--- src/sv/binary_morph_3x3_neighbour_macros.svh ---
// ----------------------------------------------------------------------------
// Assertion macros for binary_morph_3x3_neighbour
// Concurrent checks on the rising clock edge, disabled while reset is low.
// ----------------------------------------------------------------------------
`ifndef BINARY_MORPH_3X3_NEIGHBOUR_MACROS_SVH
`define BINARY_MORPH_3X3_NEIGHBOUR_MACROS_SVH

`ifndef SYNTHESIS

// antecedent implies consequent in the same cycle
`define BM3_ASSERT_IMP(lbl, clk, rst_n, ante, cons) \
    lbl: assert property (@(posedge clk) disable iff (!rst_n) (ante) |-> (cons)) \
        else $error("bm3 check failed");

// antecedent implies consequent in the next cycle
`define BM3_ASSERT_NXT(lbl, clk, rst_n, ante, cons) \
    lbl: assert property (@(posedge clk) disable iff (!rst_n) (ante) |=> (cons)) \
        else $error("bm3 check failed");

`else

`define BM3_ASSERT_IMP(lbl, clk, rst_n, ante, cons)
`define BM3_ASSERT_NXT(lbl, clk, rst_n, ante, cons)

`endif

`endif

--- src/sv/bm3_pkg.sv ---
// ----------------------------------------------------------------------------
// bm3_pkg
// Shared constants and types of the 3x3 binary morphology block.
// ----------------------------------------------------------------------------
package bm3_pkg;

    localparam int DEF_MAX_WIDTH  = 1024;
    localparam int DEF_MAX_HEIGHT = 4096;

    localparam int PIX_W   = 8;
    localparam int IMG_W_W = 11;
    localparam int IMG_H_W = 13;
    localparam int MASK_W  = 8;
    localparam int COL_H   = 3;
    localparam int CFG_IW  = 2;
    localparam int CFG_DW  = 13;

    localparam logic [PIX_W-1:0] PIX_ON = 8'hFF;

    localparam logic [CFG_IW-1:0] REG_MODE   = 2'd0;
    localparam logic [CFG_IW-1:0] REG_MASK   = 2'd1;
    localparam logic [CFG_IW-1:0] REG_IMG_W  = 2'd2;
    localparam logic [CFG_IW-1:0] REG_IMG_H  = 2'd3;

    localparam logic [MASK_W-1:0]  RST_MASK  = 8'hFF;
    localparam logic [IMG_W_W-1:0] RST_IMG_W = 11'd1024;
    localparam logic [IMG_H_W-1:0] RST_IMG_H = 13'd1024;

    // per-word control handed from the position tracker to the window stage
    typedef struct packed {
        logic take;
        logic set_bit;
        logic emit;
        logic last;
        logic colv0;
        logic colv2;
        logic rowv0;
        logic rowv2;
    } t_item;

endpackage

--- src/sv/bm3_line.sv ---
// ----------------------------------------------------------------------------
// bm3_line
// Line store: two bits per column, registered read with write forwarding.
// ----------------------------------------------------------------------------
module bm3_line import bm3_pkg::*; #(
    parameter int DEPTH = DEF_MAX_WIDTH
) (
    input  logic                     i_clk,
    input  logic                     i_rd_en,
    input  logic [$clog2(DEPTH)-1:0] i_rd_addr,
    input  logic                     i_wr_en,
    input  logic [$clog2(DEPTH)-1:0] i_wr_addr,
    input  logic [1:0]               i_wr_data,
    output logic [1:0]               o_rd_data
);

    logic [1:0] r_mem [0:DEPTH-1];
    logic [1:0] r_rd;

    always_ff @(posedge i_clk) begin
        if (i_wr_en) begin
            r_mem[i_wr_addr] <= i_wr_data;
        end
    end

    always_ff @(posedge i_clk) begin
        if (i_rd_en) begin
            if (i_wr_en && (i_wr_addr == i_rd_addr)) begin
                r_rd <= i_wr_data;
            end else begin
                r_rd <= r_mem[i_rd_addr];
            end
        end
    end

    assign o_rd_data = r_rd;

endmodule

--- config.mk ---
export PLATFORM = sky130hd
export DESIGN_NAME = bm3_line
export DESIGN_NICKNAME = d
export VERILOG_FILES = /design/src/sv/binary_morph_3x3_neighbour_macros.svh /design/src/sv/bm3_pkg.sv /design/src/sv/bm3_line.sv
export SDC_FILE = /design/constraint.sdc
export NUM_CORES = 2
export LEC_CHECK = 0
export BUFFER_PORTS_ARGS = -buffer_cell sky130_fd_sc_hd__buf_2
export CORE_ASPECT_RATIO = 2
export CORE_MARGIN = 10
export CORE_UTILIZATION = 65
export CTS_BUF_LIST = sky130_fd_sc_hd__clkbuf_8
export DETAILED_ROUTE_END_ITERATION = 8
export PLACE_DENSITY = 0.81
export SYNTH_ARGS = -nofsm -noshare
export SYNTH_HDL_FRONTEND = slang
export SYNTH_SLANG_ARGS = --single-unit
--- constraint.sdc ---
create_clock -name i_clk -period 5.5 [get_ports i_clk]
set_input_delay 0.55 -clock i_clk [delete_from_list [all_inputs] [get_ports i_clk]]
set_output_delay 0.55 -clock i_clk [all_outputs]
set_load 0.02 [all_outputs]
* Word-level counts from Yosys, hierarchy flattened *
Memory sizes are Yosys's and may differ from the RTL's. A register that Yosys moved wholly into a read port is not among the register bits.
Cells that the tools add are included.

cells by class
  multiplexer cells = 2

operator list
  operator  number
  $mux W1   2

word-level totals
  flip-flop bits (word level) = 0
  memory bits (writable) = 2048
  bits of input ports = 25
  logic and storage cells = 3
  memories = 1

memory list
  name   depth  width  read ports  clocked after memory_dff  write ports  line            text
  r_mem  1024   2      1           1                         1            bm3_line.sv:17  logic [1:0] r_mem [0:DEPTH-1];

* Logic depth before layout (Yosys ltp) *
  depth in word-level cells = 2
  depth in mapped cells = 15
  depth with buffers taken out = 8

* Worst setup path after synthesis *
Ideal clock, no wire load.

  kind = input to register
  start point = in i_rd_addr[0]
  end point = reg r_rd[0], in the netlist o_rd_data[0], read port of r_mem, data pin
  library setup time = 0.270 ns
  arrival = 2.790 ns
  slack = 2.440 ns
  stages = 11
  buffers on the path = 4
  cell sequence = buf_6 -> buf_12 -> buf_4 -> buf_4 -> mux4_2 -> mux4_2 -> nand2_1 -> o31ai_1 -> a211o_1 -> a32oi_1 -> a22oi_2

RTL lines
  what         line            text
  from (decl)  bm3_line.sv:10  input logic [$clog2(DEPTH)-1:0] i_rd_addr,
  to (decl)    bm3_line.sv:18  logic [1:0] r_rd;

==> metrics.txt <==
Setup Skew=about 51 ps; Synth async-reset ratio=0%; commonest non-fill, non-tap cell in the layout=edfxtp_1; CTS tree=yes; dominant synthesized flop cell=edfxtp_1; Design Area, Final=between 90000 and 100000 um^2; #FFs+latches synth=roughly 2000; endpoint type of the worst setup path=flop; number of global-route vias before repair=between 50000 and 60000; largest net degree at the start of global routing=roughly 190; DIE AREA=around 150000 um^2; # Post-CTS Setup Buffers=0; status=finished clean; Synth Instances=between 4000 and 5000; final net count=4894; Routed Wire Length=about 240000 um; Yosys warning count=0; die width=274.4 um; clock buffer count from CTS=between 200 and 300; total number of vias=just under 50000; Netlist Area Pre-Place=between 80000 and 90000 um^2; core area=between 100000 and 150000 um^2; DP Area=around 86000 um^2; Worst R2R Start=r_mem[375][1]; CP max FO=11; Worst Max-Slew Pin Slew=between 1000 and 1500 ps; utilization after layout=~70%; fin crit share=between 70 and 80%; area occupied by multi-input gates=20440 um^2; grt ovf=0; unrepaired setup endpoints after global routing=false; synthesis-to-layout area growth=7.649%; CTS clk-pin slew, worst paths=about 70 ps; Initial Utilization=around two thirds; wire per inst=35.51 um; relative slew slack=slightly above 2%; leakage power=approximately 28 nW; CTS sink count=around 2000; dpl hpwl=about 140000 um; VDD IR-drop max=~0.28 mV; Max-Cap Viols=0; Post-route DRC=0; port bufs=26; routed vias/inst=about 7.3; clk buf depth=4; antenna viol nets, final=0; CTS Root Buffer Type=clkbuf_8; Rows=~190; fmax=between 0.2 and 0.3 GHz; Synth cell types=~70; Crit. Startpoint=i_rd_addr[6]; # setup viols final=0; filler cell count=roughly 7700; CP Launch Type=input port; Syn Nets=4841; Total Power=approximately 30 mW; most frequent cells in the layout=edfxtp_1, nor2_1, mux4_2; router iterations before antenna repair=7; # hold bufs at CTS=1; worst path required time=just over 6000 ps; Die Y-Extent=about 530 um; Iter 0 DRT Violations=approximately 8700; Slew Viols, Final=0; Gates resized, CTS repair=0; worst skew pair latency=1000 ps; setup TNS=0 ps; # IOs=27; Hold Path Class=in2reg; Hold Violations, Final=0; layout cells sized above 1=approximately 20%; Power per Cell Area=around 320 nW/um^2; initial antenna violation count=17; H-tree levels=5; all-layer global routing usage=33.38%; Sequential Area=61560 um^2; Hold Startpoint=i_wr_data[1]; routability congestion estimate=0.9405; DP Cell Count=6281; critical setup path kind=in2reg; Finished Layout Cells=6757; Seq/Total Area, Yosys=about three quarters; number of synthesized flops with an enable pin=2050; WP data arrival=between 4000 and 5000 ps; Final Critical Period=between 3000 and 4000 ps; mean area per synthesized cell=about 17 um^2; first-pass GRT wire length=~340000 um
state kept, by name, summed over array words and instances, names as in the netlist:
signal,cells
r_mem,2048
o_rd_data,2
per-layer routing:
layer | track usage [%] | part of all wire (%) | up-vias
li1 | - | - | 19030
met2 | 52.95 | 49 | 4589
met1 | 38.05 | 29 | 24750
met4 | 26.73 | 9.3 | 6
met5 | 0 | 0.017 | -
met3 | 8.905 | 13 | 1180
worst paths after layout:
| check | endpoint | slack [ps] | cells after the start |
|---|---|---|---|
| min reg2reg | o_rd_data[0] | 1330 | 8 |
| max | o_rd_data[1] | 1630 | 9 |
| max reg2reg | o_rd_data[1] | 2170 | 8 |
| min | r_mem[20][1] | 60 | 1 |
stage by stage:
step	hold slack, ps	worst slack, ps
after floorplan	648.9	2440
after global placement	904.9	998.8
after detailed placement	903.8	1062
after CTS	95.89	2051
after global routing	126.4	1864
final	61.48	1626
report_power, final:
| part | internal (mW) | switching [mW] | total [mW] |
|---|---|---|---|
| logic | 0.555 | 1.19 | 1.74 |
| clock network | 4.97 | 5.42 | 10.4 |
| registers | 17.2 | 0.00654 | 17.2 |
| total | 22.7 | 6.62 | 29.3 |
worst max-delay path: stages:
cell and delay (ps):
buf_2 350, clkinv_1 1090, mux4_2 960, mux2_2 330
nand3_1 110, nand4_1 200, a31oi_1 630, or4_1 210
o211ai_1 90
area by class of cell:
class / instances / share of cell area, %
inverters: 9 / 0.04006
repair buffers: 179 / 1.810
multi-input cells: 2352 / 22.57
clock inverters: 176 / 0.9132
clock buffers: 284 / 4.316
diodes: 15 / 0.04145
flip-flops and latches: 2050 / 67.97
well taps: 1692 / 2.338
logic make-up (layout without fill, tap and decap cells):
family,count (synthesis),in the layout,synth area share [%]
other,0,15,0
muxes,644,644,14.44
and+or+nand+nor,1336,1336,6.440
xor gates and xnor gates,10,10,0.1041
buffers and inverters,414,648,2.757
AOI/OAI and AO/OA,362,362,3.084
DFF,2050,2050,73.17
cells in the mapped netlist, types with 17 or more instances:
library cell,number,area share (%)
buf_2,49,0.29
nor2_1,1041,4.6
a22oi_1,77,0.69
mux2i_1,176,2.1
buf_12,17,0.40
nor3_1,40,0.24
clkbuf_1,240,1.1
mux4_2,444,12
edfxtp_1,2050,73
buf_1,45,0.20
nand3_1,47,0.28
o22ai_1,45,0.33
o221ai_1,60,0.62
buf_8,19,0.34
nand2_1,117,0.52
a21oi_1,72,0.43
buf_6,22,0.29
(Power assumes the default switching activity.)
