==> config.mk <==
export PLATFORM = sky130hd
export DESIGN_NAME = bm3_cell
export DESIGN_NICKNAME = d
export VERILOG_FILES = /design/src/sv/binary_morph_3x3_neighbour_macros.svh /design/src/sv/bm3_pkg.sv /design/src/sv/bm3_cell.sv
export SDC_FILE = /design/constraint.sdc
export NUM_CORES = 1
export LEC_CHECK = 0
export BUFFER_PORTS_ARGS = -buffer_cell sky130_fd_sc_hd__buf_2
export CAP_MARGIN = 20
export CORE_AREA = 10 10 47 49
export CTS_BUF_LIST = sky130_fd_sc_hd__clkbuf_8
export DETAILED_ROUTE_END_ITERATION = 8
export DIE_AREA = 0 0 57 59
export GPL_TIMING_DRIVEN = 0
export PLACE_DENSITY_LB_ADDON = 0.2
export SKIP_CTS_REPAIR_TIMING = 1
export SLEW_MARGIN = 30
export SYNTH_ARGS = -nofsm -noshare
export SYNTH_HDL_FRONTEND = slang
export SYNTH_SLANG_ARGS = --single-unit
==> constraint.sdc <==
create_clock -name i_clk -period 0.9 [get_ports i_clk]
set_input_delay 0.09 -clock i_clk [delete_from_list [all_inputs] [get_ports i_clk]]
set_output_delay 0.09 -clock i_clk [all_outputs]
set_load 0.1 [all_outputs]
==> src/sv/binary_morph_3x3_neighbour_macros.svh <==
// ----------------------------------------------------------------------------
// Assertion macros for binary_morph_3x3_neighbour
// Concurrent checks on the rising clock edge, disabled while reset is low.
// ----------------------------------------------------------------------------
`ifndef BINARY_MORPH_3X3_NEIGHBOUR_MACROS_SVH
`define BINARY_MORPH_3X3_NEIGHBOUR_MACROS_SVH

`ifndef SYNTHESIS

// antecedent implies consequent in the same cycle
`define BM3_ASSERT_IMP(lbl, clk, rst_n, ante, cons) \
    lbl: assert property (@(posedge clk) disable iff (!rst_n) (ante) |-> (cons)) \
        else $error("bm3 check failed");

// antecedent implies consequent in the next cycle
`define BM3_ASSERT_NXT(lbl, clk, rst_n, ante, cons) \
    lbl: assert property (@(posedge clk) disable iff (!rst_n) (ante) |=> (cons)) \
        else $error("bm3 check failed");

`else

`define BM3_ASSERT_IMP(lbl, clk, rst_n, ante, cons)
`define BM3_ASSERT_NXT(lbl, clk, rst_n, ante, cons)

`endif

`endif

==> src/sv/bm3_pkg.sv <==
// ----------------------------------------------------------------------------
// bm3_pkg
// Shared constants and types of the 3x3 binary morphology block.
// ----------------------------------------------------------------------------
package bm3_pkg;

    localparam int DEF_MAX_WIDTH  = 1024;
    localparam int DEF_MAX_HEIGHT = 4096;

    localparam int PIX_W   = 8;
    localparam int IMG_W_W = 11;
    localparam int IMG_H_W = 13;
    localparam int MASK_W  = 8;
    localparam int COL_H   = 3;
    localparam int CFG_IW  = 2;
    localparam int CFG_DW  = 13;

    localparam logic [PIX_W-1:0] PIX_ON = 8'hFF;

    localparam logic [CFG_IW-1:0] REG_MODE   = 2'd0;
    localparam logic [CFG_IW-1:0] REG_MASK   = 2'd1;
    localparam logic [CFG_IW-1:0] REG_IMG_W  = 2'd2;
    localparam logic [CFG_IW-1:0] REG_IMG_H  = 2'd3;

    localparam logic [MASK_W-1:0]  RST_MASK  = 8'hFF;
    localparam logic [IMG_W_W-1:0] RST_IMG_W = 11'd1024;
    localparam logic [IMG_H_W-1:0] RST_IMG_H = 13'd1024;

    // per-word control handed from the position tracker to the window stage
    typedef struct packed {
        logic take;
        logic set_bit;
        logic emit;
        logic last;
        logic colv0;
        logic colv2;
        logic rowv0;
        logic rowv2;
    } t_item;

endpackage

==> src/sv/bm3_cell.sv <==
// ----------------------------------------------------------------------------
// bm3_cell
// One window column: holds three bits, shifts in from its neighbor and
// checks its selected bits against the mode.
// ----------------------------------------------------------------------------
module bm3_cell import bm3_pkg::*; (
    input  logic             i_clk,
    input  logic             i_rst_n,
    input  logic             i_shift,
    input  logic             i_clear,
    input  logic [COL_H-1:0] i_col,
    input  logic [COL_H-1:0] i_sel,
    input  logic             i_mode,
    output logic [COL_H-1:0] o_col,
    output logic             o_hit
);

    logic [COL_H-1:0] r_col;
    logic [COL_H-1:0] n_col;

    always_comb begin
        n_col = r_col;
        if (i_shift) begin
            n_col = i_clear ? '0 : i_col;
        end
    end

    always_ff @(posedge i_clk) begin
        if (!i_rst_n) begin
            r_col <= '0;
        end else begin
            r_col <= n_col;
        end
    end

    // judged on the incoming column, which is the window after the shift
    assign o_hit = |(i_sel & (i_col ^ {COL_H{i_mode}}));
    assign o_col = r_col;

endmodule

=== Word level (Yosys, flattened, before mapping) ===
Index checks and enable logic that the tools add are counted.

* $add $sub $neg: 0
* Multipliers: 0
* Divide/modulo/power cells: 0
* Order comparisons: 0
* Eq/ne operators: 0
* Shift-type cells: 0
* Multiplexer cells: 1
* Bitwise logic cells: 2
* Reductions and logical operators: 1

{| class="wikitable"
|+ Operators with widths
! operator !! number
|-
| 3-bit AND || 1
|-
| 3-bit 2-to-1 mux || 1
|-
| 3-bit OR reduction || 1
|-
| 3-bit bitwise XOR || 1
|}

* Register bits: 3
* Latch bits: 0
* Memory bits (writable): 0
* Memory bits (read-only): 0
* Bits of input ports: 11
* Output and inout port bits: 4
* Logic and storage cells: 5
* Memories kept: 0

=== Longest topological paths before layout ===
Gate-level depths: netlist of run 1.

* Depth after elaboration: 3
* Mapped depth: 3
* Mapped depth without buffers: 3

=== Worst setup path after synthesis of run 1 ===
OpenSTA, ideal clock, no wires.

* Path kind: in2out
* Start: in i_col[2]
* End: out o_hit
* Data arrival time: 1.881 ns
* Data required time: 0.810 ns
* Slack: -1.071 ns
* Stages: 2
* Path buffers: 0
* Path through: nand2b_1 -> a31oi_1

* Cells in the longest elaborated chain, start to end: 3

{| class="wikitable"
|+ RTL lines
! element !! RTL line !! RTL
|-
| start: declaration || bm3_cell.sv:11 || <nowiki>input logic [COL_H-1:0] i_col,</nowiki>
|-
| 3-bit bitwise XOR || bm3_cell.sv:37 || <nowiki>assign o_hit = |(i_sel & (i_col ^ {COL_H{i_mode}}));</nowiki>
|-
| 3-bit AND || bm3_cell.sv:37 ||
|-
| 3-bit OR reduction || bm3_cell.sv:37 ||
|-
| end: declaration || bm3_cell.sv:15 || <nowiki>output logic o_hit</nowiki>
|}

No other way between the ends.

=== Final worst setup path of run 1 ===
* Start: in i_col[0]
* End: out o_hit

Same word-level chain as after synthesis.

==> run summary, run 1 <==
The flow ran to the end, but the final reports show violations. The checks that failed: setup timing. The least setup slack across all paths after layout came out at -0.0571 ns. The total count of hold-check failures in the final report was 0. The proportion of power drawn by flip-flops and latches is 19.4%.

The maximum level of the CTS H-tree came out at 1. The number of max-slew violations in the final report came to 0. The instance area at placement came out at 290 um^2. The clock tree from TritonCTS is built. The startpoint class of the critical path is a primary input. The critical path is of the primary input to output pin type. The total CTS buffers came out at 3. Synthesis produced a netlist with a net count of 32. The maximum clock path buffer count is 2. The clock insertion delay at the later pin of the skew report is 0.22 ns. Along the worst hold path, the cell count comes to 2.

Measured in cells, the most critical reg-to-reg path has a length of 3. The residual overflow from global routing came out at 0. The height of the die came out at 59 um. Timing analysis after detailed placement gives a worst setup slack of -0.229 ns. In this run the critical register-to-register path is captured at o_col[2]. Once placement completed, the tool counted placed cells totaling 51.

The post-route antenna net violation count came out at 0. The clock arrives with 0 ns of skew. The post-CTS clock slew at the launch and capture registers of the worst setup and hold paths came out at 0.03 ns.

After synthesis the cells add up to 174 um^2. The number of antenna violations at the first check in global routing came out at 0. The width of the die is 57 um. The tool flagged a number of max-cap violations equal to 0. The distinct cell type count of the synthesized netlist is 13. Summed over all cells, the static leakage comes to 0.171 nW. Setup repair after global routing could not meet its margin everywhere. The post-detailed-route DRC marker count came out at 0. The critical-path maximum fanout is 3. The final-stage net count is 51. The final layout contains routed wiring with a total length of 662 um.

The global router's overall resource usage came out at 4.37%. Total power for the finished layout comes to 0.000707 W. The slew of the pin with the lowest slew margin came out at 0.242 ns. The logic gate share of total power is 26.6%. The met3 capacity usage during global routing came out at 4.29%. The switching power came out at 0.000209 W. The via count of the first global-routing pass came out at 221. The number of vias per cell came out at 3.82.

The share of the yosys chip area belonging to registers is 34.5%. In this run the most used layer during global routing was met4. For hold timing, the worst endpoint is o_col[1]. For this run, global-route usage on met1 was measured as 4.99%. The utilization after layout came out at 27.5%. The final RePlAce weighted congestion came out at 0.608. The first global-routing pass estimated 1010 um of wire. The launch point of the worst reg-to-reg path is o_col[2]. The via count of the routed design is 210. Setup violations remaining at the end of the flow were counted as 1. The worst setup path is captured at an output pin.

The headroom to the max-slew limit is 83.9%. The area overhead of the layout relative to synthesis is 122%. The detail-routed net length per standard cell came out at 12.0 um. The boundary pin count came out at 15. Data on the critical path is required at its endpoint by 0.81 ns. The cell sitting at the root of the clock tree is a clkbuf_8. The arrival time reported for the critical path endpoint came out at 0.87 ns.

The number of detailed-routing iterations run before antenna repair is 3. The initial cell density of the core is 12.4%. The internal power came out at 0.000498 W. The total inserted antenna cells came out at 0. The path class of the tightest hold or removal check is primary input to flop.

The power density over the cells is 1830 nW/um^2. The die covers 3360 um^2. In this run the most critical hold path is launched from i_rst_n. The count of buffers added on input and output ports is 14.

The final period utilization came out at 106%. The flip-flop and latch count after synthesis came out at 3. During synthesis, Yosys emitted a total of 0 warnings. The global routing usage on met2 came out at 3.26%. The mean post-synth cell area is 8.28 um^2. The finished cells cover 385 um^2. The largest net degree at the start of global routing came out at 6. The number of standard cells in the layout, taps in and fillers out is 55. The number of fillers in the final layout is 158. The switching part of the total is 29.6%.

The fmax is 1.04 GHz. VDD sags by at most 625 uV. The share of final-layout standard cells stronger than drive strength 1 came out at 61.5%. The setup slack of the most critical reg-to-reg path is 0.15 ns.

The register with the most flip-flops in the layout has 3 of them. Counting every instance in the synthesized netlist gives 21. The time the final worst path needs with I/O delays and setup came out at 0.957 ns. The area inside the core boundary is 1400 um^2.

The initialized floorplan defines 14 standard-cell rows. The number of clock sinks seen by CTS came out at 3. The first routing iteration left 3 violations. In this run, the clock network consumes 54.1% of the power.
-- how the worst max path moves through the flow --
stage,endpoint,depth (start not counted),from
finish,o_hit,5,i_col[0]
global route,o_hit,5,i_col[0]
global placement,o_hit,5,i_sel[0]
detailed placement,o_hit,5,i_sel[0]
CTS,o_hit,5,i_sel[0]
floorplan,o_hit,3,i_col[0]
-- final cells by class --
class | instances | area (um^2) | area share [%]
Sequential cell | 3 | 71.3 | 18.5
Timing Repair Buffer | 14 | 116 | 30.2
Clock buffer | 3 | 41.3 | 10.7
Inverter | 2 | 7.51 | 1.95
Tap cell | 16 | 20.0 | 5.19
Clock inverter | 1 | 3.75 | 0.974
Multi-Input combinational cell | 16 | 125 | 32.5
-- layer usage --
layer / vias up / part of all wire [%] / wire [um]
met4: 0 / 5.4 / 36
met5: - / 0 / 0
met3: 4 / 19 / 128
met1: 81 / 48 / 321
li1: 108 / - / -
met2: 17 / 27 / 176
-- metrics by stage --
stage	hold WS, ns	setup TNS (ns)
floorplan	0.211	-0.108
global placement	0.320	-0.223
detailed placement	0.324	-0.229
CTS	0.0981	-0.710
global route	0.114	-0.0954
finish	0.103	-0.0571
-- cells in the mapped netlist --
cell type  instances  area share, %
dfxtp_1            3             35
a21oi_1            3            8.6
a211oi_2           1            7.2
nand2b_1           1            3.6
and2_1             1            3.6
nor2b_1            4             14
inv_1              2            4.3
a22o_1             1            5.0
and2b_2            1            5.0
nand2_1            1            2.2
a31oi_1            1            3.6
and2b_1            1            4.3
o22ai_1            1            3.6
-- critical path, cell delays in order --
cell and delay, ns:
buf_6 0.09, a22o_1 0.23, a211oi_2 0.21, a31oi_4 0.06, buf_12 0.18
-- power by group through the flow --
stage	combinational (W)	sequential (W)	clock, W
finish	0.000188	0.000137	0.000382
global route	0.000199	0.000137	0.000409
CTS	0.000157	0.000136	0.000395
detailed placement	0.000157	0.000138	0
global placement	0.000156	0.000138	0
floorplan	0.0000732	0.000175	0
-- logic make-up after synthesis --
family | count (synthesis) | synth area share [%]
AND/OR/NAND/NOR | 9 | 33.1
AO/OA/AOI/OAI | 7 | 28.1
flip-flops | 3 | 34.5
buffers and inverters | 2 | 4.32
-- layout by cell type, fill, tap and decap left out --
cell / Yosys / final
buf_2: 0 / 8
buf_6: 0 / 5
nor2b_1: 4 / 4
inv_1: 2 / 3
clkbuf_8: 0 / 3
dfxtp_4: 0 / 3
a21oi_1: 3 / 2
nand2b_1: 1 / 1
and2b_2: 1 / 1
a21oi_2: 0 / 1
a22o_1: 1 / 1
a211oi_2: 1 / 1
a31oi_4: 0 / 1
nand2_1: 1 / 1
o22ai_1: 1 / 1
and2_1: 1 / 1
and2b_1: 1 / 1
buf_12: 0 / 1
Note: power is estimated with default switching activity, not from simulation.
==> run 2, diff against run 1 <==
==> constraint.sdc (replaced) <==
create_clock -name i_clk -period 0.9 [get_ports i_clk]
set_input_delay 0.09 -clock i_clk [delete_from_list [all_inputs] [get_ports i_clk]]
set_output_delay 0.09 -clock i_clk [all_outputs]
set_load 0.005 [all_outputs]
==> run 2 against run 1 <==
Against the previous run: setup slack improved by 0.13 ns; clock power is essentially flat; clock skew did not move; critical endpoint unchanged; the run now ends clean; maximum frequency grew 15%.
==> run summary, run 2 (synthesis gave the netlist of run 1 again) <==
Status: finished, final reports clean (was complete, but fails checks). The number of max-capacitance violations reported came to 0 (unchanged). The width of the die was 57 um (unchanged). The residual overflow from global routing came to 0 (unchanged). The number of clock sinks seen by CTS is 3 (unchanged). The flip-flop count of the largest register after layout came out at 3 (unchanged).

The area inside the core boundary came out at 1400 um^2 (unchanged). The final period utilization came out at 92.3% (was 106%). The area overhead of the layout relative to synthesis came out at 77.7% (was 122%). The critical-path maximum fanout came to 2 (was 3). The clock insertion delay at the later pin of the skew report is 0.22 ns (about the same). The global router's overall resource usage came out at 4.32% (was 4.37%). The post-route antenna net violation count came to 0 (unchanged). The cell repeated most along the worst path is buf_2. The internal power came out at 0.000471 W (was 0.000498 W). The switching power is 0.000126 W (was 0.000209 W). The maximum level of the CTS H-tree came to 1 (unchanged). The slew of the pin with the lowest slew margin is 0.143 ns (was 0.242 ns). The total CTS buffers is 3 (unchanged). The time the final worst path needs with I/O delays and setup came out at 0.830 ns (was 0.957 ns). The leakage power figure came to 0.154 nW (was 0.171 nW). The share of final-layout standard cells stronger than drive strength 1 is 48.7% (was 61.5%).

The final-stage net count is 51 (unchanged). The number of max-slew violations in the final report is 0 (unchanged). The total die area is 3360 um^2 (unchanged). The number of antenna violations at the first check in global routing came to 0 (unchanged). Highest-count cells in the layout ignoring fill and taps: 14 x buf_2, 4 x nor2b_1 (was 8 x buf_2, 5 x buf_6, 4 x nor2b_1).

The post-route setup TNS is 0 ns (was -0.0571 ns). The number of detailed-routing iterations run before antenna repair is 4 (was 3). The routed wire length is 601 um (was 662 um). The global routing's busiest layer is met1 (was met4).

The boundary pin count came out at 15 (unchanged). The leading cell type in the layout, fill and taps excluded was buf_2 (unchanged). The via count of the first global-routing pass came out at 210 (was 221). The number of setup violations in the final report was 0 (was 1). The total inserted antenna cells was 0 (unchanged). The worst min-delay path category is primary input to flop (unchanged).

The clock tree from TritonCTS is built (unchanged). The number of standard-cell rows in the floorplan came out at 14 (unchanged). The number of vias per cell is 3.71 (was 3.82). The wire length of the first global-routing pass came to 1020 um (was 1010 um). The startpoint class of the critical path was a primary input (unchanged). The power density over the cells is 1930 nW/um^2 (was 1830 nW/um^2). The height of the die is 59 um (unchanged). The switching part of the total is 21.1% (was 29.6%). The number of instances in the placed design is 51 (unchanged). The headroom to the max-slew limit came out at 90.5% (was 83.9%). The met3 capacity usage during global routing is 4.72% (was 4.29%). Crit path cell chain: buf_2 -> a22o_1 -> a211oi_2 -> a31oi_1 -> buf_2 (was buf_6 -> a22o_1 -> a211oi_2 -> a31oi_4 -> buf_12). The relative contribution of the clock network to total power is 64.0% (was 54.1%).

The final RePlAce weighted congestion came out at 0.653 (was 0.608). The utilization after layout is 22.1% (was 27.5%). The worst setup skew after layout came out at 0 ns (unchanged). The maximum VDD drop came to 1140 uV (was 625 uV). The fmax is 1.20 GHz (was 1.04 GHz). The library cell used as clock root buffer was clkbuf_8 (unchanged). The arrival time reported for the critical path endpoint is 0.74 ns (was 0.87 ns). The largest net degree at the start of global routing is 6 (unchanged). The met1 usage in global routing is 5.10% (was 4.99%). The kind of end point of the critical path is an output pin (unchanged). The violation count after the first detailed-route iteration came to 5 (was 3). The critical path start-end classification is primary input to output pin (unchanged). The post-CTS clock slew at the launch and capture registers of the worst setup and hold paths is 0.03 ns (about the same).

The total count of hold-check failures in the final report came out at 0 (unchanged). The number of standard cells in the layout, taps in and fillers out came to 55 (unchanged). The initial cell density of the core is 12.4% (unchanged). The logic gate share of total power is 12.4% (was 26.6%). Setup repair after global routing missed its margin: no (was yes). The cell type of the slowest stage on the worst timing path is a22o_1 (unchanged). The proportion of power drawn by flip-flops and latches was 23.7% (was 19.4%).

The post-detailed-route DRC marker count is 0 (unchanged). The global routing usage on met2 is 3.10% (was 3.26%). The delay of the slowest cell on the worst path is 0.23 ns (about the same).

The maximum clock path buffer count came to 2 (unchanged). The total of buffers placed on input and output ports is 14 (unchanged). The detail-routed net length per standard cell came out at 10.9 um (was 12.0 um). The required time of the critical path is 0.81 ns (about the same).

The via count of the routed design was 204 (was 210).
==> run 2: cell type report <==
| cell class | instances | area (um^2) |
|---|---|---|
| clock buffers | 3 | 41.3 |
| clock inverters | 1 | 3.75 |
| fillers | 162 | 1090 |
| inverters | 2 | 7.51 |
| multi-input cells | 16 | 106 |
| flip-flops and latches | 3 | 60.1 |
| well taps | 16 | 20.0 |
| repair buffers | 14 | 70.1 |
==> run 2: critical path: cells and delay by family <==
kind            cells  cell delay, ns
compound gates      3            0.41
buf+inv             2            0.23
==> run 2: path summary, 6_finish.rpt <==
check | from | endpoint | slack (ns) | cells past startpoint
hold / removal | i_rst_n | o_col[2] | 0.10 | 2
hold reg to reg | o_col[2] | o_col[2] | 0.60 | 3
setup reg to reg | o_col[0] | o_col[0] | 0.20 | 3
setup / recovery | i_sel[0] | o_hit | 0.07 | 5
==> run 2: per-stage QoR <==
stage                     setup slack (ns)  total power, W  area, um^2  hold WS (ns)
final                               0.0695        0.000597         309         0.104
after global routing                0.0198        0.000646         309         0.110
after CTS                           0.0136        0.000615         309        0.0999
after detailed placement            0.0138        0.000218         264         0.329
after global placement              0.0125        0.000219         264         0.336
after floorplan                      0.226        0.000174         174         0.212
==> run 2: routing by layer <==
layer	part of all wire (%)	up-vias	routed length, um
li1	-	108	-
met5	0	-	0
met4	3.2	0	19
met3	16	2	99
met2	22	17	134
met1	58	77	347
==> run 2: power groups by stage <==
stage	Clock, W	Combinational, W	Sequential (W)
6_report	0.000382	0.0000738	0.000141
5_1_grt	0.000420	0.0000850	0.000141
4_1_cts	0.000398	0.0000755	0.000141
3_5_place_dp	0	0.0000754	0.000143
3_3_place_gp	0	0.0000758	0.000143
2_1_floorplan	0	0.0000300	0.000144
==> run 3, diff against run 2 <==
--- a/config.mk
+++ b/config.mk
@@ -7,10 +7,9 @@
 export LEC_CHECK = 0
 export BUFFER_PORTS_ARGS = -buffer_cell sky130_fd_sc_hd__buf_2
 export CAP_MARGIN = 20
-export CORE_AREA = 10 10 47 49
-export CTS_BUF_LIST = sky130_fd_sc_hd__clkbuf_8
+export CORE_AREA = 2 2 39 41
 export DETAILED_ROUTE_END_ITERATION = 8
-export DIE_AREA = 0 0 57 59
+export DIE_AREA = 0 0 41 43
 export GPL_TIMING_DRIVEN = 0
 export PLACE_DENSITY_LB_ADDON = 0.2
 export SKIP_CTS_REPAIR_TIMING = 1
==> run 3 against run 2 <==
Against the previous run: combinational power grew 3.4%; critical path type unchanged; critical endpoint unchanged; global-route usage grew 2.6 points; non-clock buffer count is the same; clock skew is the same; via count shrank 1.5%; setup slack gained 0.0034 ns; highest routed layer is now met3; total power shrank 23%.
==> run summary, run 3 (synthesis gave the netlist of run 1 again) <==
The height of the die is 43 um (was 59 um). The delay of the slowest cell on the worst path came out at 0.23 ns (about the same). Status: finished, final reports clean (unchanged). The area inside the core boundary came out at 1380 um^2 (was 1400 um^2). The via count of the first global-routing pass came to 204 (was 210). The number of setup violations in the final report is 0 (unchanged).

The total count of hold-check failures in the final report was 0 (unchanged). The instance count along the most critical hold path is 2 (unchanged). The worst min-delay path category is primary input to flop (unchanged). The combined flip-flop and latch cell area is 60.1 um^2 (unchanged).

The detail-routed net length per standard cell came out at 10.0 um (was 10.9 um). The global router's overall resource usage was 6.93% (was 4.32%). The share of final-layout standard cells stronger than drive strength 1 was 51.3% (was 48.7%). The slew of the pin with the lowest slew margin is 0.149 ns (was 0.143 ns). The initial cell density of the core was 12.6% (was 12.4%). The total of buffers placed on input and output ports came to 14 (unchanged).

The worst reg-to-reg path cell count came out at 3 (unchanged). The library cell used as clock root buffer is clkbuf_4 (was clkbuf_8). The critical-path maximum fanout came out at 2 (unchanged). The number of antenna violations at the first check in global routing came out at 0 (unchanged). The power density over the cells came out at 1560 nW/um^2 (was 1930 nW/um^2).

The final-stage net count is 51 (unchanged). The number of clock sinks seen by CTS is 3 (unchanged). The number of vias per cell is 3.65 (was 3.71). The boundary pin count was 15 (unchanged). The final period utilization is 91.9% (was 92.3%).

The wire length of the first global-routing pass was 759 um (was 1020 um). The fmax is 1.21 GHz (was 1.20 GHz). The post-route worst hold slack is 0.0916 ns (was 0.104 ns). The final RePlAce weighted congestion was 0.595 (was 0.653). Highest-count cells in the layout ignoring fill and taps: 14 x buf_2, 4 x nor2b_1, 3 x clkbuf_4, 3 x dfxtp_1 (was 14 x buf_2, 4 x nor2b_1). The clock tree from TritonCTS is built (unchanged). The total die area was 1760 um^2 (was 3360 um^2). The post-route antenna net violation count is 0 (unchanged). The number of standard-cell rows in the floorplan is 14 (unchanged).

The combined area of the multi-input logic cells came out at 110 um^2 (was 106 um^2). The total CTS buffers is 3 (unchanged). Crit path cell chain: buf_2 -> a22o_1 -> a211oi_2 -> a31oi_1 -> buf_2 (unchanged).

The area overhead of the layout relative to synthesis was 69.1% (was 77.7%). The startpoint class of the critical path was a primary input (unchanged). The number of max-capacitance violations reported is 0 (unchanged). The headroom to the max-slew limit is 90.1% (was 90.5%). The largest net degree at the start of global routing came out at 6 (unchanged).

The time the final worst path needs with I/O delays and setup is 0.827 ns (was 0.830 ns). The cell type of the slowest stage on the worst timing path is a22o_1 (unchanged). The leakage power figure is 0.142 nW (was 0.154 nW). The post-detailed-route DRC marker count came to 0 (unchanged). Setup repair after global routing missed its margin: no (unchanged).

The routed wire length is 552 um (was 601 um). The arrival time reported for the critical path endpoint came out at 0.74 ns (about the same). The flip-flop count of the largest register after layout was 3 (unchanged).

The number of max-slew violations in the final report came out at 0 (unchanged). The width of the die is 41 um (was 57 um). The via count of the routed design came out at 201 (was 204).

The maximum level of the CTS H-tree is 1 (unchanged). The leading cell type in the layout, fill and taps excluded was buf_2 (unchanged). The violation count after the first detailed-route iteration was 1 (was 5).

The residual overflow from global routing came out at 0 (unchanged). The total inserted antenna cells came to 0 (unchanged). The maximum VDD drop was 599 uV (was 1140 uV). The required time of the critical path came out at 0.81 ns (about the same).

The number of detailed-routing iterations run before antenna repair came out at 3 (was 4). The clock insertion delay at the later pin of the skew report is 0.23 ns (was 0.22 ns). The critical path start-end classification is primary input to output pin (unchanged).

The post-CTS clock slew at the launch and capture registers of the worst setup and hold paths is 0.04 ns (was 0.03 ns). The cell repeated most along the worst path is buf_2 (unchanged). The kind of end point of the critical path is an output pin (unchanged). The number of fillers in the final layout came out at 156 (was 162). The post-route setup TNS came out at 0 ns (unchanged). The maximum clock path buffer count came out at 2 (unchanged). The worst setup skew after layout came out at 0 ns (unchanged).
[run 3: area by class of cell]
type                    instances  area share (%)
well taps                      16            6.81
multi-input cells              16            37.4
inverters                       2            2.55
clock buffers                   4            8.94
flip-flops and latches          3            20.4
repair buffers                 14            23.8
[run 3: path summary, 6_finish.rpt]
kind	startpoint	slack, ns	end
max	i_sel[0]	0.07	o_hit
min	i_rst_n	0.09	o_col[1]
max reg2reg	o_col[0]	0.18	o_col[0]
min reg2reg	o_col[1]	0.61	o_col[1]
[run 3: per-layer routing]
metal | vias up | part of all wire (%) | GRT usage, %
met2 | 15 | 35 | 7.81
met3 | 0 | 17 | 4.19
met1 | 77 | 47 | 8.68
met5 | - | 0 | 0
li1 | 109 | - | -
met4 | 0 | 0 | 6.00
[run 3: power by group]
part	switching (W)	leakage (nW)	internal (W)
Sequential	0.00000233	0.0245	0.000139
Clock	0.0000748	0.0150	0.000166
Combinational	0.0000340	0.103	0.0000423
[run 3: critical path: cells and delay by family]
family / cells / cell delay (ns)
buffers and inverters: 2 / 0.23
AOI/OAI and AO/OA: 3 / 0.42
[run 3: stage by stage]
step | cell area, um^2 | total power [W] | setup WS [ns] | cells | util, %
floorplan | 174 | 0.000174 | 0.226 | 21 | -
global placement | 264 | 0.000217 | 0.0172 | 51 | 19.1
detailed placement | 264 | 0.000217 | 0.0240 | 51 | 19.1
CTS | 290 | 0.000467 | 0.0237 | 55 | 21.0
global route | 294 | 0.000490 | 0.0216 | 55 | 21.2
finish | 294 | 0.000459 | 0.0729 | 55 | 21.2
