[config.mk]
export PLATFORM = sky130hd
export DESIGN_NAME = bm3_pos
export DESIGN_NICKNAME = d
export VERILOG_FILES = /design/src/sv/bm3_pkg.sv /design/src/sv/bm3_pos.sv
export VERILOG_INCLUDE_DIRS = /design/src /design/src/sv
export SDC_FILE = /design/constraint.sdc
export NUM_CORES = 1
export LEC_CHECK = 0
export ABC_AREA = 1
export ABC_CLOCK_PERIOD_IN_PS = 4600
export BUFFER_PORTS_ARGS = -buffer_cell sky130_fd_sc_hd__buf_2
export CAP_MARGIN = 5
export CORE_AREA = 8 8 116 171
export DETAILED_ROUTE_END_ITERATION = 12
export DIE_AREA = 0 0 124 179
export PLACE_DENSITY = 0.69
export SYNTH_ARGS = -nofsm -noshare
export SYNTH_HDL_FRONTEND = slang
export SYNTH_SLANG_ARGS = --single-unit
[constraint.sdc]
create_clock -name i_clk -period 4.6 [get_ports i_clk]
set_clock_uncertainty 0.15 [all_clocks]
set_input_delay 0.46 -clock i_clk [delete_from_list [all_inputs] [get_ports i_clk]]
set_output_delay 0.46 -clock i_clk [all_outputs]
set_load 0.02 [all_outputs]
[src/sv/binary_morph_3x3_neighbour_macros.svh]
// ----------------------------------------------------------------------------
// Assertion macros for binary_morph_3x3_neighbour
// Concurrent checks on the rising clock edge, disabled while reset is low.
// ----------------------------------------------------------------------------
`ifndef BINARY_MORPH_3X3_NEIGHBOUR_MACROS_SVH
`define BINARY_MORPH_3X3_NEIGHBOUR_MACROS_SVH

`ifndef SYNTHESIS

// antecedent implies consequent in the same cycle
`define BM3_ASSERT_IMP(lbl, clk, rst_n, ante, cons) \
    lbl: assert property (@(posedge clk) disable iff (!rst_n) (ante) |-> (cons)) \
        else $error("bm3 check failed");

// antecedent implies consequent in the next cycle
`define BM3_ASSERT_NXT(lbl, clk, rst_n, ante, cons) \
    lbl: assert property (@(posedge clk) disable iff (!rst_n) (ante) |=> (cons)) \
        else $error("bm3 check failed");

`else

`define BM3_ASSERT_IMP(lbl, clk, rst_n, ante, cons)
`define BM3_ASSERT_NXT(lbl, clk, rst_n, ante, cons)

`endif

`endif

[src/sv/bm3_pkg.sv]
// ----------------------------------------------------------------------------
// bm3_pkg
// Shared constants and types of the 3x3 binary morphology block.
// ----------------------------------------------------------------------------
package bm3_pkg;

    localparam int DEF_MAX_WIDTH  = 1024;
    localparam int DEF_MAX_HEIGHT = 4096;

    localparam int PIX_W   = 8;
    localparam int IMG_W_W = 11;
    localparam int IMG_H_W = 13;
    localparam int MASK_W  = 8;
    localparam int COL_H   = 3;
    localparam int CFG_IW  = 2;
    localparam int CFG_DW  = 13;

    localparam logic [PIX_W-1:0] PIX_ON = 8'hFF;

    localparam logic [CFG_IW-1:0] REG_MODE   = 2'd0;
    localparam logic [CFG_IW-1:0] REG_MASK   = 2'd1;
    localparam logic [CFG_IW-1:0] REG_IMG_W  = 2'd2;
    localparam logic [CFG_IW-1:0] REG_IMG_H  = 2'd3;

    localparam logic [MASK_W-1:0]  RST_MASK  = 8'hFF;
    localparam logic [IMG_W_W-1:0] RST_IMG_W = 11'd1024;
    localparam logic [IMG_H_W-1:0] RST_IMG_H = 13'd1024;

    // per-word control handed from the position tracker to the window stage
    typedef struct packed {
        logic take;
        logic set_bit;
        logic emit;
        logic last;
        logic colv0;
        logic colv2;
        logic rowv0;
        logic rowv2;
    } t_item;

endpackage

[src/sv/bm3_pos.sv]
// ----------------------------------------------------------------------------
// bm3_pos
// Stream position and frame size tracking; derives per-word window control.
// ----------------------------------------------------------------------------
`include "binary_morph_3x3_neighbour_macros.svh"

module bm3_pos import bm3_pkg::*; #(
    parameter int MAX_WIDTH  = DEF_MAX_WIDTH,
    parameter int MAX_HEIGHT = DEF_MAX_HEIGHT
) (
    input  logic                         i_clk,
    input  logic                         i_rst_n,
    input  logic                         i_accept,
    input  logic [PIX_W-1:0]             i_pixel,
    input  logic                         i_pad,
    input  logic [IMG_W_W-1:0]           i_img_w,
    input  logic [IMG_H_W-1:0]           i_img_h,
    output logic [$clog2(MAX_WIDTH)-1:0] o_col,
    output t_item                        o_item
);

    localparam int CW  = $clog2(MAX_WIDTH);
    localparam int FWW = $clog2(MAX_WIDTH + 1);
    localparam int RW  = $clog2(MAX_HEIGHT + 2);
    localparam int FHW = $clog2(MAX_HEIGHT + 1);

    logic [CW-1:0]  r_col, n_col;
    logic [RW-1:0]  r_row, n_row;
    logic [FWW-1:0] r_fw, n_fw;
    logic [FHW-1:0] r_fh, n_fh;

    logic [FWW-1:0] fw_live, fw;
    logic [FHW-1:0] fh_live, fh;
    logic [CW-1:0]  cx;
    logic [RW-1:0]  cy;
    logic           first, drain, ignore, emit, c0, last, wrap;

    always_comb begin
        if (i_img_w == '0) begin
            fw_live = FWW'(1);
        end else if (32'(i_img_w) > MAX_WIDTH) begin
            fw_live = FWW'(MAX_WIDTH);
        end else begin
            fw_live = FWW'(i_img_w);
        end
        if (i_img_h == '0) begin
            fh_live = FHW'(1);
        end else if (32'(i_img_h) > MAX_HEIGHT) begin
            fh_live = FHW'(MAX_HEIGHT);
        end else begin
            fh_live = FHW'(i_img_h);
        end
    end

    always_comb begin
        first  = (r_col == '0) && (r_row == '0);
        fw     = first ? fw_live : r_fw;
        fh     = first ? fh_live : r_fh;
        drain  = r_row >= RW'(fh);
        ignore = !drain && i_pad;
        c0     = r_col == '0;
        emit   = (r_row >= RW'(2)) || ((r_row == RW'(1)) && !c0);

        if (c0) begin
            cx = CW'(fw - FWW'(1));
            cy = (r_row >= RW'(2)) ? r_row - RW'(2) : '0;
        end else begin
            cx = r_col - CW'(1);
            cy = (r_row != '0) ? r_row - RW'(1) : '0;
        end

        last = emit && (FWW'(cx) == fw - FWW'(1)) && (cy == RW'(fh) - RW'(1));
        wrap = (FWW'(r_col) + FWW'(1)) >= fw;

        o_item.take    = !ignore;
        o_item.set_bit = !drain && (i_pixel != '0);
        o_item.emit    = emit;
        o_item.last    = last;
        o_item.colv0   = cx != '0;
        o_item.colv2   = (FWW'(cx) + FWW'(1)) < fw;
        o_item.rowv0   = cy != '0;
        o_item.rowv2   = (cy + RW'(1)) < RW'(fh);
    end

    always_comb begin
        n_col = r_col;
        n_row = r_row;
        n_fw  = r_fw;
        n_fh  = r_fh;
        if (i_accept) begin
            if (first) begin
                n_fw = fw_live;
                n_fh = fh_live;
            end
            if (!ignore) begin
                if (last) begin
                    n_col = '0;
                    n_row = '0;
                end else if (wrap) begin
                    n_col = '0;
                    n_row = r_row + RW'(1);
                end else begin
                    n_col = r_col + CW'(1);
                end
            end
        end
    end

    always_ff @(posedge i_clk) begin
        if (!i_rst_n) begin
            r_col <= '0;
            r_row <= '0;
            r_fw  <= FWW'(1);
            r_fh  <= FHW'(1);
        end else begin
            r_col <= n_col;
            r_row <= n_row;
            r_fw  <= n_fw;
            r_fh  <= n_fh;
        end
    end

    assign o_col = r_col;

    `BM3_ASSERT_NXT(a_pos_restart, i_clk, i_rst_n, i_accept && o_item.take && o_item.last, r_col == '0 && r_row == '0)
    `BM3_ASSERT_IMP(a_pos_col_range, i_clk, i_rst_n, 1'b1, FWW'(r_col) < r_fw)
    `BM3_ASSERT_IMP(a_pos_row_range, i_clk, i_rst_n, 1'b1, r_row <= RW'(r_fh) + RW'(1))

endmodule

# --- After elaboration in Yosys (flattened, before gate mapping) ---
# Cells that the tools add are included.
word_totals:
  latchBits: 0
  mem_bits_rw: 0
  ff_bits: 47
  out_inout_bits: 18
  wordCells: 60
  romBits: 0
  mem_count: 0
  input_bits: 36
op_classes:
  n_eq_ne: 3
  muxes: 14
  bitwise: 1
  shift: 0
  n_addsub: 10
  mul: 0
  magnitude_cmp: 7
  n_reduce_logical: 21
  n_div: 0
ops:
  columns: ["operator", "count"]
  rows:
  - ["$mux W13", 8]
  - ["$mux W11", 3]
  - ["$mux W10", 3]
  - ["$add A13 B1 Y13 const B", 2]
  - ["$logic_not A13 Y1", 2]
  - ["$reduce_bool A13 Y1", 2]
  - ["$sub A13 B1 Y13 const B", 2]
  - ["$add A10 B1 Y11 const B", 2]
  - ["$eq A13 B1 Y1 const B", 1]
  - ["$eq A13 B13 Y1", 1]
  - ["$ge A13 B13 Y1", 1]
  - ["$ge A13 B2 Y1 const B", 1]
  - ["$gt A13 B13 Y1 const B", 1]
  - ["$lt A13 B13 Y1", 1]
  - ["$sub A13 B2 Y13 const B", 1]
  - ["$eq A10 B11 Y1", 1]
  - ["$ge A11 B11 Y1", 1]
  - ["$gt A11 B11 Y1 const B", 1]
  - ["$logic_not A11 Y1", 1]
  - ["$lt A11 B11 Y1", 1]
  - ["$sub A11 B1 Y11 const B", 1]
  - ["$add A10 B1 Y10 const B", 1]
  - ["$logic_not A10 Y1", 1]
  - ["$reduce_bool A10 Y1", 1]
  - ["9 further kinds", 16]

# --- Depth between registers and ports, before layout ---
# Gate-level depths: netlist of the first run.
depth:
  ltp_word: 11
  ltp_mapped: 31
  depth_no_buf: 30

# --- Worst setup path after synthesis of the first run ---
# Ideal clock, no wire load.
synth_timing:
  path_type: "reg2out"
  startpoint: "reg r_col[0], in the netlist o_col[0]"
  endpoint: "out o_item[0] in the netlist's numbering"
  arrival_time_ns: 4.431
  required_ns: 3.990
  stages_incl_launch_ff: 25
  slack_ns: -0.441
  path_buffers: 0
  path_cell_list: "dfxtp_1 > inv_1 > ha_1 > nand2_2 > nor2_4 > nand3_2 > nand2_1 > inv_1 > nor2_1 > a21oi_1 > ha_1 > inv_1 > nor3_1 > xor2_1 > inv_1 > ha_1 > a21oi_1 > o221ai_1 > a21oi_1 > o21bai_1 > a21oi_1 > nor2_1 > nor2_1 > nor3_1 > a2111oi_0"
synth_lines:
  columns: ["element", "line", "text"]
  rows:
  - ["from (decl)", "bm3_pos.sv:27", "logic [CW-1:0] r_col, n_col;"]
  - ["from (signal assigned)", "bm3_pos.sv:116", "r_col <= n_col;"]
  - ["to (decl)", "bm3_pos.sv:19", "output t_item o_item"]

==> impl_metrics.tcl, run 1 <==
set metrics [dict create \
    status "finished, violations left" \
    violations "setup timing" \
    synthXorXnorAreaFrac_pct 6.18 \
    critPathMaxFanout 4 \
    grt_pass1_wl_um 34700 \
    port_buffers 53 \
    rsz0062_at_grt "yes" \
    cts_sinks 47 \
    worstPathRequired_ps 3990 \
    antenna_found_initial 0 \
    first_pass_iters 5 \
    powerDensity_nw_per_um2 506 \
    worst-setup-path-type "reg -> out" \
    yosysWarnings 0 \
    synth_edf_count 0 \
    crit_buf_inv 8 \
    place_inst 1441 \
    start_util_pct 39.4 \
    grt_usage_pct 19.6 \
    setup_viol 1 \
    async_reset_ff_share_pct 0 \
    p_leak_nw 4.58 \
    clockBufferDepth 2 \
    synthSimpleGateAreaFrac_pct 45.9 \
    synth_top_family_by_area "simple AND/OR/NAND/NOR gates" \
    grt_pass1_vias 7289 \
    routed_wl_um 21500 \
    worstHoldPathType "reg -> reg" \
    ant_nets 0 \
    clk_pin_slew_ps 60 \
    end_kind "primary output" \
    synth_cell_type_count 44 \
    core_um2 17300 \
    vias_per_cell 5.13 \
    cpMostUsedCell "inv_1" \
    fmax_ghz 0.212 \
    insertion_delay_ps 290 \
    slew_viol_final 0 \
    hpwl_um 17500 \
    syn_avg_cell_area_um2 5.96 \
    grt_max_degree 30 \
    ys_seq_area_share_pct 13.8 \
    multiInputGateArea_um2 5320 \
    dieHeight_um 179 \
    fin_crit_ps 4710 \
    fin_util_pct 48.3 \
    drv_cap 0 \
    cts_hold_buffers 0 \
    yosys.area_share.adder_pct 11.6 \
    n_antenna_cell 0 \
    regArea_um2 950 \
    drtIter0Drc 355 \
    worst_slew_pin_slew_ps 875 \
    cts_made_buffers 5 \
    synth_compound_area_share_pct 10.2 \
    fin_ws_ps -107 \
    cp_slowest_cell "dfxtp_4" \
    wire_per_inst_um 14.6 \
    fp.dieW_um 124 \
    drive_gt1_share_pct 25.0 \
    syn_area_um2 6800 \
    slew_headroom_pct 41.6 \
    ctsRootBufferMaster "clkbuf_16" \
    synth_ff_type "dfxtp_1" \
    gr-total-overflow 0 \
    num_rows 59 \
    final_nets 1366 \
    ys_ff_latch 47 \
    synthMuxAreaShare_pct 0 \
    die_area_um2 22200 \
    hold_viol 0 \
    via_count 7594 \
    layout-area-overhead-vs-synth_pct 22.5 \
    fin_cells 1479 \
    arrival_ps 4100 \
    ios 54 \
    synth_fp_nets 1240 \
    cp_top_family "simple AND/OR/NAND/NOR gates" \
    start_kind "flip-flop" \
    fillers 1850 \
    ir_worst_vdd_uv 366 \
    netlist_instances 1141 \
    fin_crit_sh_pct 102 \
    cts_tree "done" \
    fin_total_pwr_w 0.00422 \
    drc 0 \
    htreeDepth 2 \
    cp_slowest_stage_delay_ps 350 \
    finalWeightedCongestion 0.931 \
    whs_ps 338 \
]
[layout by cell type (no fill, tap or decap), types with 5 or more instances in the layout]
cell type  Yosys  routed
nand2_1      288     281
inv_1        156     144
nor2_1       131     125
nand3_1       93      91
buf_4          5      89
ha_1          63      55
buf_2          5      52
dfxtp_1       47      42
a21oi_1       50      41
xor2_1        40      39
o21ai_0       37      34
inv_2         17      27
nand4_1       25      25
nor2_2        21      24
nand2_2       22      23
nor3_1        24      21
nor2_4        14      17
nand2_4        8      13
o211ai_1      11      11
nand3_2        9       9
o21ai_2        6       9
xnor2_1        8       8
a21oi_2        1       8
buf_6          6       7
nor4_1         6       6
o21ai_1        6       6
ha_4           0       6
clkbuf_16      0       5
[cell usage after synthesis (3+ instances only)]
master    number  share of area [%]
inv_1        156                8.6
clkbuf_1      11               0.61
o21ai_1        6               0.44
nor3_1        24                1.8
buf_6          6               0.99
o21ai_0       37                2.7
nor2_2        21                1.9
xnor2_1        8                1.0
or2_2          3               0.28
ha_1          63                 12
o211ai_1      11                1.2
buf_4          5               0.55
nor2_8         4                1.2
inv_2         17               0.94
nor4_1         6               0.55
nand3_2        9                1.3
nand3b_1       4               0.44
nand2_2       22                2.0
a21oi_1       50                3.7
nand3_1       93                6.8
o21bai_1       4               0.44
dfxtp_1       47                 14
nand2_1      288                 16
buf_2          5               0.37
nor2_4        14                2.3
nor2_1       131                7.2
xor2_1        40                5.1
nand4_1       25                2.3
nand2_4        8                1.3
o21ai_2        6               0.77
[per-layer routing]
metal  share of wire, %  track usage [%]  wire length [um]
met2                 54             37.1             11500
met4                6.0             12.5              1300
met3                3.3             1.26               712
met1                 37             20.1              7980
met5                  0                0                 0
[worst register-to-register path: cells and delay by family, from the launching register on]
kind,cells,cell delay [ps]
buffers and inverters,5,790
AND/OR/NAND/NOR,15,1770
adder cells (fa/ha/maj),2,450
flip-flops,1,350
AO/OA/AOI/OAI,5,610
[path summary, 6_finish.rpt]
| path | startpoint | endpoint | slack (ps) | cells past startpoint |
|---|---|---|---|---|
| max reg2reg | o_col[0]$_SDFFE_PN0P_ | o_col[0]$_SDFFE_PN0P_ | 390 | 27 |
| min reg2reg | r_fw[0]$_SDFFE_PN1P_ | r_fw[0]$_SDFFE_PN1P_ | 340 | 2 |
| min | r_fw[0]$_SDFFE_PN1P_ | r_fw[0]$_SDFFE_PN1P_ | 340 | 2 |
| max | o_col[0]$_SDFFE_PN0P_ | o_item[2] | -110 | 32 |
[logic make-up (layout without fill, tap and decap cells)]
family,count (synthesis),count (layout)
adder cells (fa/ha/maj),63,63
XOR/XNOR,48,48
AND/OR/NAND/NOR,657,657
flip-flops,47,47
buffers and inverters,204,329
AO/OA/AOI/OAI,122,122
[state kept, by name (all words and copies together), names as in the netlist]
name and count:
r_row 13, r_fh 13, o_col 10, r_fw 11
[metrics by stage]
step	area, um2	TNS [ps]	setup slack [ps]
2_1_floorplan	6860	0	17.2
3_3_place_gp	7680	0	16.6
3_5_place_dp	7680	-27.9	-27.9
4_1_cts	8210	-27.2	-27.2
5_1_grt	8340	-682	-391
6_report	8340	-107	-107
[what timing repair did]
action / 4_1_cts / 5_1_grt
hold endpoints to repair: 0 / 0
pin swaps: 31 / 30
endpoints found under the setup margin: 2 / 10
resized for setup: 49 / 23
buffers inserted: 27 / 5
[cell type report]
type                       instances  area share [%]
inverter                         175            7.97
timing repair buffer             148            12.1
sequential                        47            11.4
clock buffer                       6            1.55
multi-input combinational        890            63.8
tap                              213            3.20
[report_power, final]
part	switching, W	total, W	internal, W	leakage [nW]
registers	0.0000227	0.000471	0.000448	0.388
clock network	0.000163	0.000359	0.000196	0.0628
logic	0.00208	0.00339	0.00130	4.13
(Power assumes the default switching activity.)
==> run 2, diff against run 1 <==
PLACE_DENSITY = 0.68   (was 0.69)
==> run 2 against run 1 <==
The run still ends with setup timing left. Cell count decreased by 0.14%. Combinational power decreased by 2%. Critical path depth decreased by 3. First-iteration DRC count decreased by 19%. Flip-flop and latch count unchanged. Sequential power about the same. Utilization decreased by 0.27 points. Register-to-register slack about the same. Via count decreased by 1.1%. Critical path type unchanged.
==> impl_metrics.tcl, run 2 (synthesized netlist as in run 1, its figures left out) <==
set metrics [dict create \
    status "finished, violations left" \
    violations "setup timing" \
    drive_gt1_share_pct 24.2 \
    port_buffers 53 \
    fin_ws_ps -58.1 \
    dieHeight_um 179 \
    cts_hold_buffers 0 \
    grt_usage_pct 19.5 \
    place_area_um2 7690 \
    end_kind "primary output" \
    whs_ps 325 \
    multiInputGateArea_um2 5290 \
    ctsRootBufferMaster "clkbuf_16" \
    place_ws_ps 13.1 \
    fillers 1830 \
    fin_crit_sh_pct 101 \
    die_area_um2 22200 \
    mostFrequentLayoutCell "nand2_1" \
    n_antenna_cell 0 \
    reg_top3 "r_fh x13, r_row x13, r_fw x11" \
    worst_slew_pin_slew_ps 856 \
    insertion_delay_ps 300 \
    final_nets 1362 \
    num_rows 59 \
    antenna_found_initial 0 \
    routed_wl_um 21400 \
    gr-total-overflow 0 \
    slew_headroom_pct 42.9 \
    layout-area-overhead-vs-synth_pct 21.9 \
    fmax_ghz 0.215 \
    p_leak_nw 4.53 \
    ant_nets 0 \
    cts_made_buffers 5 \
    finalWeightedCongestion 0.963 \
    start_kind "flip-flop" \
    fin_area_um2 8290 \
    cp_top_family "simple AND/OR/NAND/NOR gates" \
    arrival_ps 4050 \
    setup_viol 2 \
    hold_viol 0 \
    drv_cap 0 \
    hpwl_um 17600 \
    fin_util_pct 48.0 \
    fin_cells 1477 \
    worst-setup-path-type "reg -> out" \
    htreeDepth 2 \
    powerDensity_nw_per_um2 505 \
    place_inst 1442 \
    cts_tree "done" \
    clockBufferDepth 2 \
    fin_crit_ps 4660 \
    crit_buf_inv 5 \
    wire_per_inst_um 14.5 \
    cp_slowest_cell "dfxtp_4" \
    vias_per_cell 5.09 \
    first_pass_iters 5 \
    core_um2 17300 \
    grt_max_degree 30 \
    grt_pass1_vias 7470 \
    regArea_um2 950 \
    grt_pass1_wl_um 34400 \
    ir_worst_vdd_uv 394 \
    layout_common_cells "nand2_1 (281), inv_1 (151), nor2_1 (125)" \
    worstPathRequired_ps 3990 \
    drtIter0Drc 286 \
    cp_slowest_stage_delay_ps 350 \
    slew_viol_final 0 \
    critPathMaxFanout 4 \
    clk_pin_slew_ps 70 \
    fp.dieW_um 124 \
    via_count 7512 \
    drc 0 \
    cts_sinks 47 \
    worstHoldPathType "reg -> reg" \
    rsz0062_at_grt "yes" \
    start_util_pct 39.4 \
    ios 54 \
]
==> run 2: changes by cell type in the layout (fill, tap and decap cells not counted), moves of 3 or more <==
cell and change:
buf_6 -3, inv_1 +7, inv_2 -8, o21ai_1 +3
==> run 2: per-stage QoR <==
step / TNS (ps) / total power [W]
6_report: -74.9 / 0.00419
5_1_grt: -693 / 0.00462
4_1_cts: -47.7 / 0.00402
3_5_place_dp: 0 / 0.00345
3_3_place_gp: 0 / 0.00343
2_1_floorplan: 0 / 0.00269
==> run 2: routing by layer <==
metal	share of wire, %	track usage (%)
met5	0	0
met4	6.3	13.5
met3	2.4	1.45
met2	54	37.1
met1	38	19.2
==> run 2: where the power goes <==
part	switching (W)	internal [W]	leakage [nW]	total, W
registers	0.0000232	0.000448	0.388	0.000471
clock network	0.000167	0.000232	0.0772	0.000399
logic	0.00204	0.00127	4.07	0.00332
==> run 2: what timing repair did <==
item / CTS / global route
setup buffers: 21 / 6
endpoints found under the hold margin: 0 / 0
pin swaps: 31 / 22
endpoints found under the setup margin: 2 / 25
resized for setup: 30 / 29
==> run 2: final timing paths <==
path	from	end	slack [ps]	depth (start not counted)
min reg2reg	r_fh[0]$_SDFFE_PN1P_	r_fh[0]$_SDFFE_PN1P_	330	2
max	o_col[0]$_SDFFE_PN0P_	o_item[2]	-60	29
max reg2reg	o_col[0]$_SDFFE_PN0P_	r_row[11]$_SDFFE_PN0P_	380	21
min	r_fh[0]$_SDFFE_PN1P_	r_fh[0]$_SDFFE_PN1P_	330	2
==> run 2: final cells by class <==
| type | instances | share of cell area, % |
|---|---|---|
| clock buffers | 8 | 1.89 |
| inverters | 175 | 8.04 |
| multi-input cells | 890 | 63.8 |
| flip-flops and latches | 47 | 11.5 |
| well taps | 213 | 3.21 |
| repair buffers | 144 | 11.6 |
==> run 2: worst register-to-register path: stages, from the launching register on <==
cell      delay, ps
dfxtp_4         350
inv_4            60
ha_4            140
nand2_4          50
nor2_4          170
nand3_4         130
nor2_8          160
buf_6           130
buf_4           110
buf_6           180
nand2_1          70
o21ai_0         230
inv_1           210
ha_1            350
nand3_1          60
or4_1           400
o211ai_1        270
nor2_2          120
nor2_2          200
buf_4           320
nand4_1         130
a21oi_1         160
==> run 3, diff against run 2 <==
ABC_AREA = not set   (was 1)
CORE_AREA = 8 8 111 164   (was 8 8 116 171)
DIE_AREA = 0 0 119 172   (was 0 0 124 179)
PLACE_DENSITY = 0.69   (was 0.68)
==> run 3 against run 2 <==
The flow still finishes with violations (setup timing). Hold slack improved by 15 ps. Utilization increased by 3.1 points. Non-clock buffer count increased by 42. Sequential share of layout area increased by 0.26 points. Sequential power decreased by 4.2%. Clock-buffer cell count decreased by 2. Setup slack got worse by 610 ps. Cell count decreased by 20%. Synthesized area decreased by 9.0%. Fmax decreased by 12%. Die area decreased by 7.8%. Critical path depth decreased by 4. Critical endpoint unchanged. Largest cell class unchanged. Largest power group unchanged.
==> impl_metrics.tcl, run 3 <==
set metrics [dict create \
    status "finished, violations left" \
    violations "setup timing" \
    rsz0062_at_grt "yes" \
    synth_ff_type "dfxtp_1" \
    synth_top_area_share_pct 15.2 \
    worst-setup-path-type "reg -> out" \
    ys_seq_area_share_pct 15.2 \
    yosysTopAreaCell "dfxtp_1" \
    slew_headroom_pct 52.3 \
    clk_pin_slew_ps 70 \
    wire_per_inst_um 18.5 \
    synth_top_cells_by_count "nand2_1 (81), nor2_1 (70), ha_1 (63)" \
    num_rows 57 \
    grt_usage_pct 20.5 \
    async_reset_ff_share_pct 0 \
    synthXorXnorAreaFrac_pct 13.1 \
    antenna_found_initial 0 \
    first_pass_iters 4 \
    syn_area_um2 6190 \
    cts_made_buffers 5 \
    hpwl_um 17100 \
    synthMuxAreaShare_pct 3.15 \
    syn_avg_cell_area_um2 7.43 \
    grt_pass1_wl_um 34000 \
    drc 0 \
    fin_crit_sh_pct 114 \
    fin_ws_ps -666 \
    synthMostInstantiatedCell "nand2_1" \
    final_nets 1073 \
    n_antenna_cell 0 \
    fp.dieW_um 119 \
    start_util_pct 38.9 \
    ios 54 \
    synth.area.top_cells "dfxtp_1 (15%), ha_1 (13%), xnor2_1 (6.9%), xor2_1 (5.8%), nand2_1 (4.9%)" \
    yosys.area_share.adder_pct 12.7 \
    fin_area_um2 8130 \
    worst_slew_pin_slew_ps 709 \
    synth_cell_type_count 65 \
    drv_cap 0 \
    via_count 6901 \
    core_um2 15900 \
    fillers 1560 \
    vias_per_cell 5.84 \
    insertion_delay_ps 300 \
    ant_nets 0 \
    synth_fp_nets 932 \
    htreeDepth 2 \
    layout-area-overhead-vs-synth_pct 31.4 \
    slew_viol_final 0 \
    netlist_instances 833 \
    cp_slowest_cell "or4b_4" \
    cp_slowest_stage_delay_ps 490 \
    place_ws_ps -472 \
    end_kind "primary output" \
    port_buffers 53 \
    worstPathRequired_ps 3990 \
    mostFrequentLayoutCell "buf_4" \
    yosysWarnings 0 \
    ir_worst_vdd_uv 199 \
    fmax_ghz 0.190 \
    p_leak_nw 3.72 \
    place_area_um2 7610 \
    finalWeightedCongestion 0.944 \
    ctsRootBufferMaster "clkbuf_16" \
    start_kind "flip-flop" \
    powerDensity_nw_per_um2 244 \
    synth_top_family_by_area "simple AND/OR/NAND/NOR gates" \
    cts_sinks 47 \
    dieHeight_um 172 \
    ys_ff_latch 47 \
    fin_crit_ps 5270 \
    synth_compound_area_share_pct 21.1 \
    layout_common_cells "buf_4 (125), nand2_1 (77), ha_1 (61)" \
    fin_util_pct 51.1 \
    synthSimpleGateAreaFrac_pct 29.5 \
    grt_max_degree 50 \
    gr-total-overflow 0 \
    cts_hold_buffers 0 \
    reg_top3 "r_fh x13, r_row x13, r_fw x11" \
    drtIter0Drc 338 \
    arrival_ps 4660 \
    critPathMaxFanout 6 \
    worstHoldPathType "reg -> reg" \
    hold_viol 0 \
    drive_gt1_share_pct 28.5 \
    routed_wl_um 21800 \
    place_inst 1164 \
    setup_viol 28 \
    die_area_um2 20500 \
    fin_cells 1181 \
    cts_tree "done" \
    grt_pass1_vias 6730 \
    synth_edf_count 0 \
    clockBufferDepth 2 \
]
==> run 3: cell count changes after synthesis, sizes merged, moves of 13 or more <==
cell	delta
inv	-151
and3	+22
o21ai	-13
nor3	+23
nand3	-84
clkbuf	+23
o21a	+13
mux2i	+15
nor2	-99
o211a	+23
xnor2	+41
nand2	-237
==> run 3: power breakdown <==
group / internal, W / switching, W
Combinational: 0.000529 / 0.000620
Clock: 0.000204 / 0.000178
Sequential: 0.000426 / 0.0000257
Total: 0.00116 / 0.000823
==> run 3: timing repair <==
item | CTS | global route
cloned | 2 | 0
gates resized for setup | 38 | 36
pin swaps | 10 | 12
buffers inserted | 6 | 4
setup endpoints to repair | 28 | 29
==> run 3: metrics by stage <==
step                      power [W]  hold slack (ps)  TNS, ps
after global routing        0.00210              366   -10580
after detailed placement    0.00148              323    -9310
final                       0.00198              340    -7240
after CTS                   0.00192              341    -4570
after global placement      0.00147              318    -6030
after floorplan             0.00115              303   -10970
==> run 3: layer usage <==
metal  routed length, um  up-vias  global-route usage (%)
met2               11600      209                    38.7
met4                1690        0                    16.3
met3                 633       93                    1.47
met1                7890     3266                    20.6
li1                    -     3333                       -
met5                   0        -                       0
==> run 3: area by class of cell <==
cell class	instances	area [um2]	area share [%]
clock buffer	6	129	1.58
multi-input combinational	711	5350	65.8
inverter	23	88.8	1.09
sequential	47	952	11.7
timing repair buffer	186	1330	16.4
tap	206	258	3.17
clock inverter	2	17.5	0.215
==> run 3: kinds of logic after synthesis <==
group,Yosys count
mux,18
simple gates,350
xor+xnor,91
compound gates,189
flops,47
buf+inv,75
fa+ha+maj,63
==> run 3: worst paths after layout <==
path / from / to / slack (ps) / cells past startpoint
min: r_fh[12]$_SDFFE_PN0P_ / r_fh[12]$_SDFFE_PN0P_ / 340 / 1
max: o_col[1]$_SDFFE_PN0P_ / o_item[2] / -670 / 25
max reg2reg: o_col[1]$_SDFFE_PN0P_ / r_row[2]$_SDFFE_PN0P_ / -260 / 23
min reg2reg: r_fh[12]$_SDFFE_PN0P_ / r_fh[12]$_SDFFE_PN0P_ / 340 / 1
==> run 3: critical path, delay by kind of cell (launching register included) <==
| kind | cells | cell delay (ps) |
|---|---|---|
| xor+xnor | 1 | 170 |
| simple gates | 11 | 2100 |
| fa+ha+maj | 3 | 560 |
| buf+inv | 5 | 620 |
| flops | 1 | 350 |
| compound gates | 5 | 550 |
